--- src/design/mfc_pkg.sv ---
package mfc_pkg;

  localparam int unsigned CfgIdxW = 2;
  localparam int unsigned CfgDataW = 5;

  typedef enum logic [CfgIdxW-1:0] {
    CFG_EXP_WIDTH = 2'd0,
    CFG_MAN_WIDTH = 2'd1,
    CFG_ROUND_MODE = 2'd2
  } cfg_idx_e;

  typedef enum logic [2:0] {
    RND_NEAREST_EVEN = 3'd0,
    RND_NEAREST_AWAY = 3'd1,
    RND_TRUNCATE = 3'd2,
    RND_UP = 3'd3,
    RND_DOWN = 3'd4
  } round_mode_e;

  typedef enum logic {
    REQ_ENCODE = 1'b0,
    REQ_DECODE = 1'b1
  } req_type_e;

  typedef struct packed {
    logic [3:0] ew;
    logic [4:0] mw;
    logic [2:0] rm;
  } cfg_t;

  localparam logic [63:0] QuietNan = 64'h7FF8000000000000;

endpackage

--- src/design/mfc_cfg_regs.sv ---
module mfc_cfg_regs (
  input  logic                             clk_i,
  input  logic                             rst_ni,
  input  logic                             cfg_we_i,
  input  logic [mfc_pkg::CfgIdxW-1:0]      cfg_idx_i,
  input  logic [mfc_pkg::CfgDataW-1:0]     cfg_data_i,
  output mfc_pkg::cfg_t                    cfg_o
);

  logic [3:0] ew_q;
  logic [4:0] mw_q;
  logic [2:0] rm_q;

  always_ff @(posedge clk_i or negedge rst_ni) begin
    if (!rst_ni) begin
      ew_q <= 4'd8;
      mw_q <= 5'd23;
      rm_q <= mfc_pkg::RND_NEAREST_EVEN;
    end else if (cfg_we_i) begin
      case (cfg_idx_i)
        mfc_pkg::CFG_EXP_WIDTH:  ew_q <= cfg_data_i[3:0];
        mfc_pkg::CFG_MAN_WIDTH:  mw_q <= cfg_data_i;
        mfc_pkg::CFG_ROUND_MODE: rm_q <= cfg_data_i[2:0];
        default: ;
      endcase
    end
  end

  // Out-of-range widths saturate into the supported range.
  always_comb begin
    cfg_o.ew = (ew_q < 4'd2) ? 4'd2 : ((ew_q > 4'd8) ? 4'd8 : ew_q);
    cfg_o.mw = (mw_q < 5'd1) ? 5'd1 : ((mw_q > 5'd23) ? 5'd23 : mw_q);
    cfg_o.rm = rm_q;
  end

endmodule

--- src/design/mfc_convert.sv ---
module mfc_convert (
  input  mfc_pkg::cfg_t  cfg_i,
  input  logic           req_type_i,
  input  logic [63:0]    op_i,
  output logic [63:0]    result_o,
  output logic           inexact_o
);

  logic [3:0]  ew;
  logic [4:0]  mw;
  logic [8:0]  bias;
  logic [8:0]  emax;
  logic [5:0]  sh;
  // Encode.
  logic        neg;
  logic [10:0] e;
  logic [51:0] f;
  logic [62:0] mag;
  logic [62:0] maxbits;
  logic [11:0] stored;
  logic [51:0] q;
  logic [51:0] rest;
  logic [51:0] half;
  logic [51:0] lowmask;
  logic        up;
  logic [52:0] qr;
  logic [8:0]  st_fin;
  logic [63:0] enc;
  logic        enc_inx;
  logic [8:0]  enc_ex;
  logic [22:0] enc_man;
  logic        enc_neg;
  // Decode.
  logic        dsgn;
  logic [8:0]  dex;
  logic [22:0] dman;
  logic [4:0]  p;
  logic [22:0] dfrac;
  logic [10:0] be;
  logic [63:0] dec;

  always_comb begin
    ew = cfg_i.ew;
    mw = cfg_i.mw;
    bias = (9'd1 << (ew - 4'd1)) - 9'd1;
    emax = (9'd1 << ew) - 9'd1;
    sh = 6'd52 - {1'b0, mw};
    lowmask = (52'd1 << sh) - 52'd1;

    neg = op_i[63];
    e = op_i[62:52];
    f = op_i[51:0];
    mag = op_i[62:0];
    maxbits = {(11'(emax) - 11'd2 - 11'(bias) + 11'd1024), 52'd0}
            | 63'({~lowmask});
    stored = {1'b0, e} - 12'd1023 + 12'(bias);
    q = f >> sh;
    rest = f & lowmask;
    half = 52'd1 << (sh - 6'd1);
    up = 1'b0;
    if (rest != 52'd0) begin
      case (cfg_i.rm)
        mfc_pkg::RND_NEAREST_EVEN: up = (rest > half) || (rest == half && q[0]);
        mfc_pkg::RND_NEAREST_AWAY: up = rest >= half;
        mfc_pkg::RND_UP:           up = !neg;
        mfc_pkg::RND_DOWN:         up = neg;
        default:                   up = 1'b0;
      endcase
    end
    qr = {1'b0, q} + 53'(up);
    st_fin = stored[8:0];
    if (qr[mw]) begin
      qr = 53'd0;
      st_fin = stored[8:0] + 9'd1;
    end

    enc_neg = neg;
    enc_inx = 1'b0;
    enc_ex = st_fin;
    enc_man = qr[22:0];
    if (e == 11'h7FF) begin
      enc_ex = emax;
      enc_man = (f != 52'd0) ? 23'd1 : 23'd0;
      if (f != 52'd0) enc_neg = 1'b0;
    end else if (mag == 63'd0) begin
      enc_ex = 9'd0;
      enc_man = 23'd0;
    end else if (mag > maxbits) begin
      enc_inx = 1'b1;
      enc_ex = emax;
      enc_man = 23'd0;
    end else if (e == 11'd0 || $signed(stored) <= 0) begin
      enc_inx = 1'b1;
      enc_ex = 9'd0;
      enc_man = 23'd0;
    end else begin
      // A rounding carry that reaches the top exponent was already excluded by maxbits.
      enc_inx = (rest != 52'd0);
    end
    enc = ((64'(enc_ex) & 64'(emax)) << mw)
        | (64'(enc_man) & ((64'd1 << mw) - 64'd1));
    if (enc_neg) enc = enc | (64'd1 << (5'(ew) + mw));

    dsgn = op_i[5'(ew) + mw];
    dex = 9'(op_i >> mw) & emax;
    dman = 23'(op_i) & 23'((24'd1 << mw) - 24'd1);
    p = 5'd0;
    for (int i = 1; i < 23; i++) begin
      if (dman[i]) p = 5'(i);
    end
    dfrac = dman & 23'((24'd1 << p) - 24'd1);
    be = 11'd0;
    if (dex == emax) begin
      dec = (dman != 23'd0) ? mfc_pkg::QuietNan : {dsgn, 63'h7FF0000000000000};
    end else if (dex == 9'd0) begin
      be = 11'(p) + 11'd1024 - 11'(bias) - 11'(mw);
      dec = (dman == 23'd0) ? {dsgn, 63'd0}
          : {dsgn, be, 52'(dfrac) << (6'd52 - 6'(p))};
    end else begin
      be = 11'(dex) - 11'(bias) + 11'd1023;
      dec = {dsgn, be, 52'(dman) << sh};
    end

    result_o = (req_type_i == mfc_pkg::REQ_DECODE) ? dec : enc;
    inexact_o = (req_type_i == mfc_pkg::REQ_DECODE) ? 1'b0 : enc_inx;
  end

endmodule

--- src/design/minifloat_format_converter.sv ---
// Minifloat format converter: binary64 <-> sign/exponent/mantissa minifloat.
// Input stream s_axis_*: one word per request; tuser carries req_type
// (0 encode, 1 decode), tdata carries operand_bits.
// Output stream m_axis_*: one word per request; tdata carries result_bits,
// tuser carries inexact.
// Configuration: cfg_we_i/cfg_idx_i/cfg_data_i write exponent_width (0),
// mantissa_width (1) and round_mode (2); write only while idle.
// The path is an input register, then single-pass conversion logic
// feeding the output register. Throughput is one word per cycle when
// the receiver does not stall.
// Reset clears both valid flags and restores widths 8/23 and nearest-even.
// When the receiver stalls, the output register holds its word and the
// input register takes a new word only if it is empty or moving on.
module minifloat_format_converter (
  input  logic                         clk_i,
  input  logic                         rst_ni,
  input  logic                         cfg_we_i,
  input  logic [mfc_pkg::CfgIdxW-1:0]  cfg_idx_i,
  input  logic [mfc_pkg::CfgDataW-1:0] cfg_data_i,
  input  logic                         s_axis_tvalid,
  output logic                         s_axis_tready,
  input  logic [63:0]                  s_axis_tdata,  // operand_bits
  input  logic                         s_axis_tuser,  // req_type
  output logic                         m_axis_tvalid,
  input  logic                         m_axis_tready,
  output logic [63:0]                  m_axis_tdata,  // result_bits
  output logic                         m_axis_tuser   // inexact
);

  mfc_pkg::cfg_t cfg;
  logic        in_vld_q, out_vld_q;
  logic        req_q;
  logic [63:0] op_q;
  logic [63:0] res_d, res_q;
  logic        inx_d, inx_q;
  logic        out_ready;

  mfc_cfg_regs u_cfg (
    .clk_i, .rst_ni, .cfg_we_i, .cfg_idx_i, .cfg_data_i, .cfg_o(cfg)
  );

  mfc_convert u_conv (
    .cfg_i(cfg), .req_type_i(req_q), .op_i(op_q),
    .result_o(res_d), .inexact_o(inx_d)
  );

  assign out_ready = !out_vld_q || m_axis_tready;
  assign s_axis_tready = !in_vld_q || out_ready;

  always_ff @(posedge clk_i or negedge rst_ni) begin
    if (!rst_ni) begin
      in_vld_q <= 1'b0;
      out_vld_q <= 1'b0;
    end else begin
      if (s_axis_tready) in_vld_q <= s_axis_tvalid;
      if (out_ready) out_vld_q <= in_vld_q;
    end
  end

  always_ff @(posedge clk_i) begin
    if (s_axis_tready && s_axis_tvalid) begin
      op_q <= s_axis_tdata;
      req_q <= s_axis_tuser;
    end
    if (out_ready && in_vld_q) begin
      res_q <= res_d;
      inx_q <= inx_d;
    end
  end

  assign m_axis_tvalid = out_vld_q;
  assign m_axis_tdata = res_q;
  assign m_axis_tuser = inx_q;

  assert property (@(posedge clk_i) disable iff (!rst_ni)
    (m_axis_tvalid && !m_axis_tready) |=> $stable(m_axis_tdata))
    else $error("output word changed while stalled");
  assert property (@(posedge clk_i) disable iff (!rst_ni)
    (in_vld_q && !out_ready) |-> !s_axis_tready)
    else $error("input taken while pipeline full");
  assert property (@(posedge clk_i) disable iff (!rst_ni)
    (in_vld_q && out_ready) |=> m_axis_tvalid)
    else $error("word lost between stages");

endmodule

--- config.mk ---
export PLATFORM = sky130hd
export DESIGN_NAME = minifloat_format_converter
export DESIGN_NICKNAME = d
export VERILOG_FILES = /design/src/design/mfc_pkg.sv /design/src/design/mfc_cfg_regs.sv /design/src/design/mfc_convert.sv /design/src/design/minifloat_format_converter.sv
export SDC_FILE = /design/constraint.sdc
export NUM_CORES = 1
export LEC_CHECK = 0
export BUFFER_PORTS_ARGS = -buffer_cell sky130_fd_sc_hd__buf_2
export CORE_AREA = 2 2 253 317
export CTS_BUF_LIST = sky130_fd_sc_hd__clkbuf_8
export CTS_CLUSTER_SIZE = 14
export DETAILED_ROUTE_END_ITERATION = 10
export DIE_AREA = 0 0 255 319
export PLACE_DENSITY = 0.41
export SLEW_MARGIN = 20
export SYNTH_ARGS = -nofsm -noshare
export SYNTH_HDL_FRONTEND = slang
export SYNTH_SLANG_ARGS = --single-unit
--- constraint.sdc ---
create_clock -name clk_i -period 14.87 [get_ports clk_i]
set_clock_uncertainty 0.05 [all_clocks]
set_input_delay 1.487 -clock clk_i [delete_from_list [all_inputs] [get_ports clk_i]]
set_output_delay 1.487 -clock clk_i [all_outputs]
set_load 0.01 [all_outputs]
==> flow_metrics.env <==
export IMPL_nFillCells=8420
export IMPL_clk_path_buf_depth=2
export IMPL_grt_use_met3=0.0424
export IMPL_synth_seq_cells=144
export IMPL_relSlewSlack=0.280
export IMPL_min_period_ps=13230
export IMPL_p_per_area_nw_per_um2=238
export IMPL_grt_pass1_vias=25200
export IMPL_critPathMaxStageDelay_ps=790
export IMPL_place_congestion=1.00
export IMPL_tns_ps=0
export IMPL_drc=0
export IMPL_numPortBuffers=143
export IMPL_routed_wl_um=128000
export IMPL_yosys_area_top_type="edfxtp_1"
export IMPL_synth_top_area_share=0.167
export IMPL_cp_start_kind="flop"
export IMPL_finalSetupViolations=0
export IMPL_stdcell_area_um2=25800
export IMPL_critical_path_class="reg -> reg"
export IMPL_clk_pin_slew_ps=110
export IMPL_dp_hpwl_um=101000
export IMPL_endpoint_kind="flop"
export IMPL_max_cap_violations=0
export IMPL_start_util=0.297
export IMPL_cts_buffers=17
export IMPL_grt_overflow=0
export IMPL_synth_async_sr_flop_share=0.0972
export IMPL_register_area_um2=4260
export IMPL_syn_area_um2=23300
export IMPL_initialDrtViolationCount=2839
export IMPL_cp_required_ps=15150
export IMPL_final_cells=4097
export IMPL_placementRows=115
export IMPL_layout_drive_gt1_share=0.153
export IMPL_grtUsageMet2=0.512
export IMPL_fmax_mhz=75.6
export IMPL_drv_slew=0
export IMPL_synth_cell_types=113
export IMPL_cts_tree="done"
export IMPL_tightest_slew_ps=1070
export IMPL_yosys_warnings=0
export IMPL_viasPerCell=6.27
export IMPL_hp_class="reg -> reg"
export IMPL_dr_pass1_iters=6
export IMPL_grt_pass1_wl_um=184000
export IMPL_top_usage_layer="met2"
export IMPL_ios=144
export IMPL_syn_avg_cell_area_um2=7.89
export IMPL_hold_buffers=0
export IMPL_dp_cells=4064
export IMPL_place_area_um2=25400
export IMPL_cp_max_fo=27
export IMPL_root_buffer="clkbuf_8"
export IMPL_yosysSeqAreaShare=0.183
export IMPL_fin_crit_sh=0.890
export IMPL_post_cts_buffers=0
export IMPL_postRouteAntennaNets=0
export IMPL_vdd_drop_max_uv=126
export IMPL_cts_resized=0
export IMPL_met1_usage=0.380
export IMPL_cts_htree_levels=4
export IMPL_status="completed"
export IMPL_die_h_um=319
export IMPL_antenna_found_initial=4
export IMPL_arrival_ps=13520
export IMPL_grt_use_total=0.313
export IMPL_synth_area_leaders="edfxtp_1 (17%), ha_1 (10%), mux4_2 (7.0%)"
export IMPL_vias=25700
export IMPL_dieArea_um2=81300
export IMPL_core_area_um2=78400
export IMPL_rsz0062_at_grt="false"
export IMPL_die_w_um=255
export IMPL_syn_to_final_growth_pct=10.9
export IMPL_finalHoldViolations=0
export IMPL_multi_input_area_um2=18000
export IMPL_final_common_cell="nand2_1"
export IMPL_synthFlopType="edfxtp_1"
export IMPL_cpLargestDelayFamily="simple AND/OR/NAND/NOR gates"
export IMPL_grt_max_degree=72
export IMPL_wl_per_cell_um=31.3
export IMPL_p_leak_nw=10.2
export IMPL_nNetsFinal=3307
export IMPL_clock_sinks=144
export IMPL_mostFrequentLayoutCells="nand2_1 (346), nor2_1 (295), a21oi_1 (230)"
export IMPL_syn_instance_count=2954
export IMPL_synth_edf_count=130
export IMPL_clkLatencyLatePin_ps=600
export IMPL_crit_buf_inv=3
export IMPL_slowest_stage="nand2_1"
## stage by stage
stage	util	total power, mW	worst slack (ps)	hold slack [ps]
final	0.330	6.15	1640	451
after floorplan	-	3.95	2670	399
after global placement	0.324	5.67	2090	414
after CTS	0.329	6.04	1820	461
after detailed placement	0.324	5.66	1900	438
after global routing	0.330	6.51	766	484
## path summary, 6_finish.rpt
check                                   start          endpoint  slack (ps)  cells past startpoint
worst max-delay path            u_cfg.mw_q[1]  m_axis_tdata[27]        1640                     39
worst min-delay path                 in_vld_q     m_axis_tvalid         450                      1
worst max register to register  u_cfg.mw_q[1]  m_axis_tdata[27]        1640                     39
min in group asynchronous              rst_ni     u_cfg.mw_q[3]         740                      1
max in group asynchronous              rst_ni     u_cfg.mw_q[1]       13690                      1
worst min register to register       in_vld_q     m_axis_tvalid         450                      1
## area by class of cell
type | count | share of cell area
sequential | 144 | 0.165
clock inverter | 14 | 0.00562
multi-input combinational | 2531 | 0.698
antenna | 1 | 0.0000968
timing repair buffer | 243 | 0.0567
clock buffer | 18 | 0.00959
tap | 1053 | 0.0510
inverter | 93 | 0.0137
## cells by family (layout without fill, tap and decap cells)
kind of cell	after synthesis	in the layout	share of synthesized area
AOI/OAI and AO/OA	908	908	0.262
xor gates and xnor gates	94	94	0.0356
adders and majority gates	200	200	0.110
buffers and inverters	298	368	0.0507
DFF	144	144	0.183
muxes	222	222	0.138
other	2	22	0.000322
and+or+nand+nor	1086	1086	0.221
## sequential cells by signal, summed over array words and instances (netlist names)
register,flops
m_axis_tdata,64
op_q,64
u_cfg.mw_q,5
u_cfg.ew_q,4
u_cfg.rm_q,3
in_vld_q,1
m_axis_tuser,1
m_axis_tvalid,1
req_q,1
## synthesized netlist by cell type (21+ instances only)
cell type,count
o21ai_0,159
a31oi_1,36
edfxtp_1,130
mux2_2,35
a22oi_1,31
a221oi_1,26
ha_1,191
inv_1,86
nand2b_1,48
nor4_1,47
nor3_1,64
a211oi_1,28
nor2_1,297
nand4_1,58
xnor2_1,55
a21oi_1,230
mux4_2,72
o211ai_1,36
xor2_1,38
mux2i_1,110
clkbuf_1,161
buf_1,24
and3_1,21
and2_1,26
a21o_1,80
nand3_1,71
nand2_1,346
nor2b_1,27
o22ai_1,37
## where the power goes
| group | switching, mW | internal, mW |
|---|---|---|
| Combinational | 3.46 | 1.75 |
| Clock | 0.217 | 0.143 |
| Sequential | 0.0534 | 0.531 |
| Total | 3.73 | 2.42 |
## metal layers
metal / vias up / wire [um]
met5: - / 13
met4: 2 / 9940
met3: 343 / 8190
met2: 1386 / 59900
met1: 12600 / 50400
li1: 11400 / -
No activity file was read; power rests on OpenSTA's default activity.
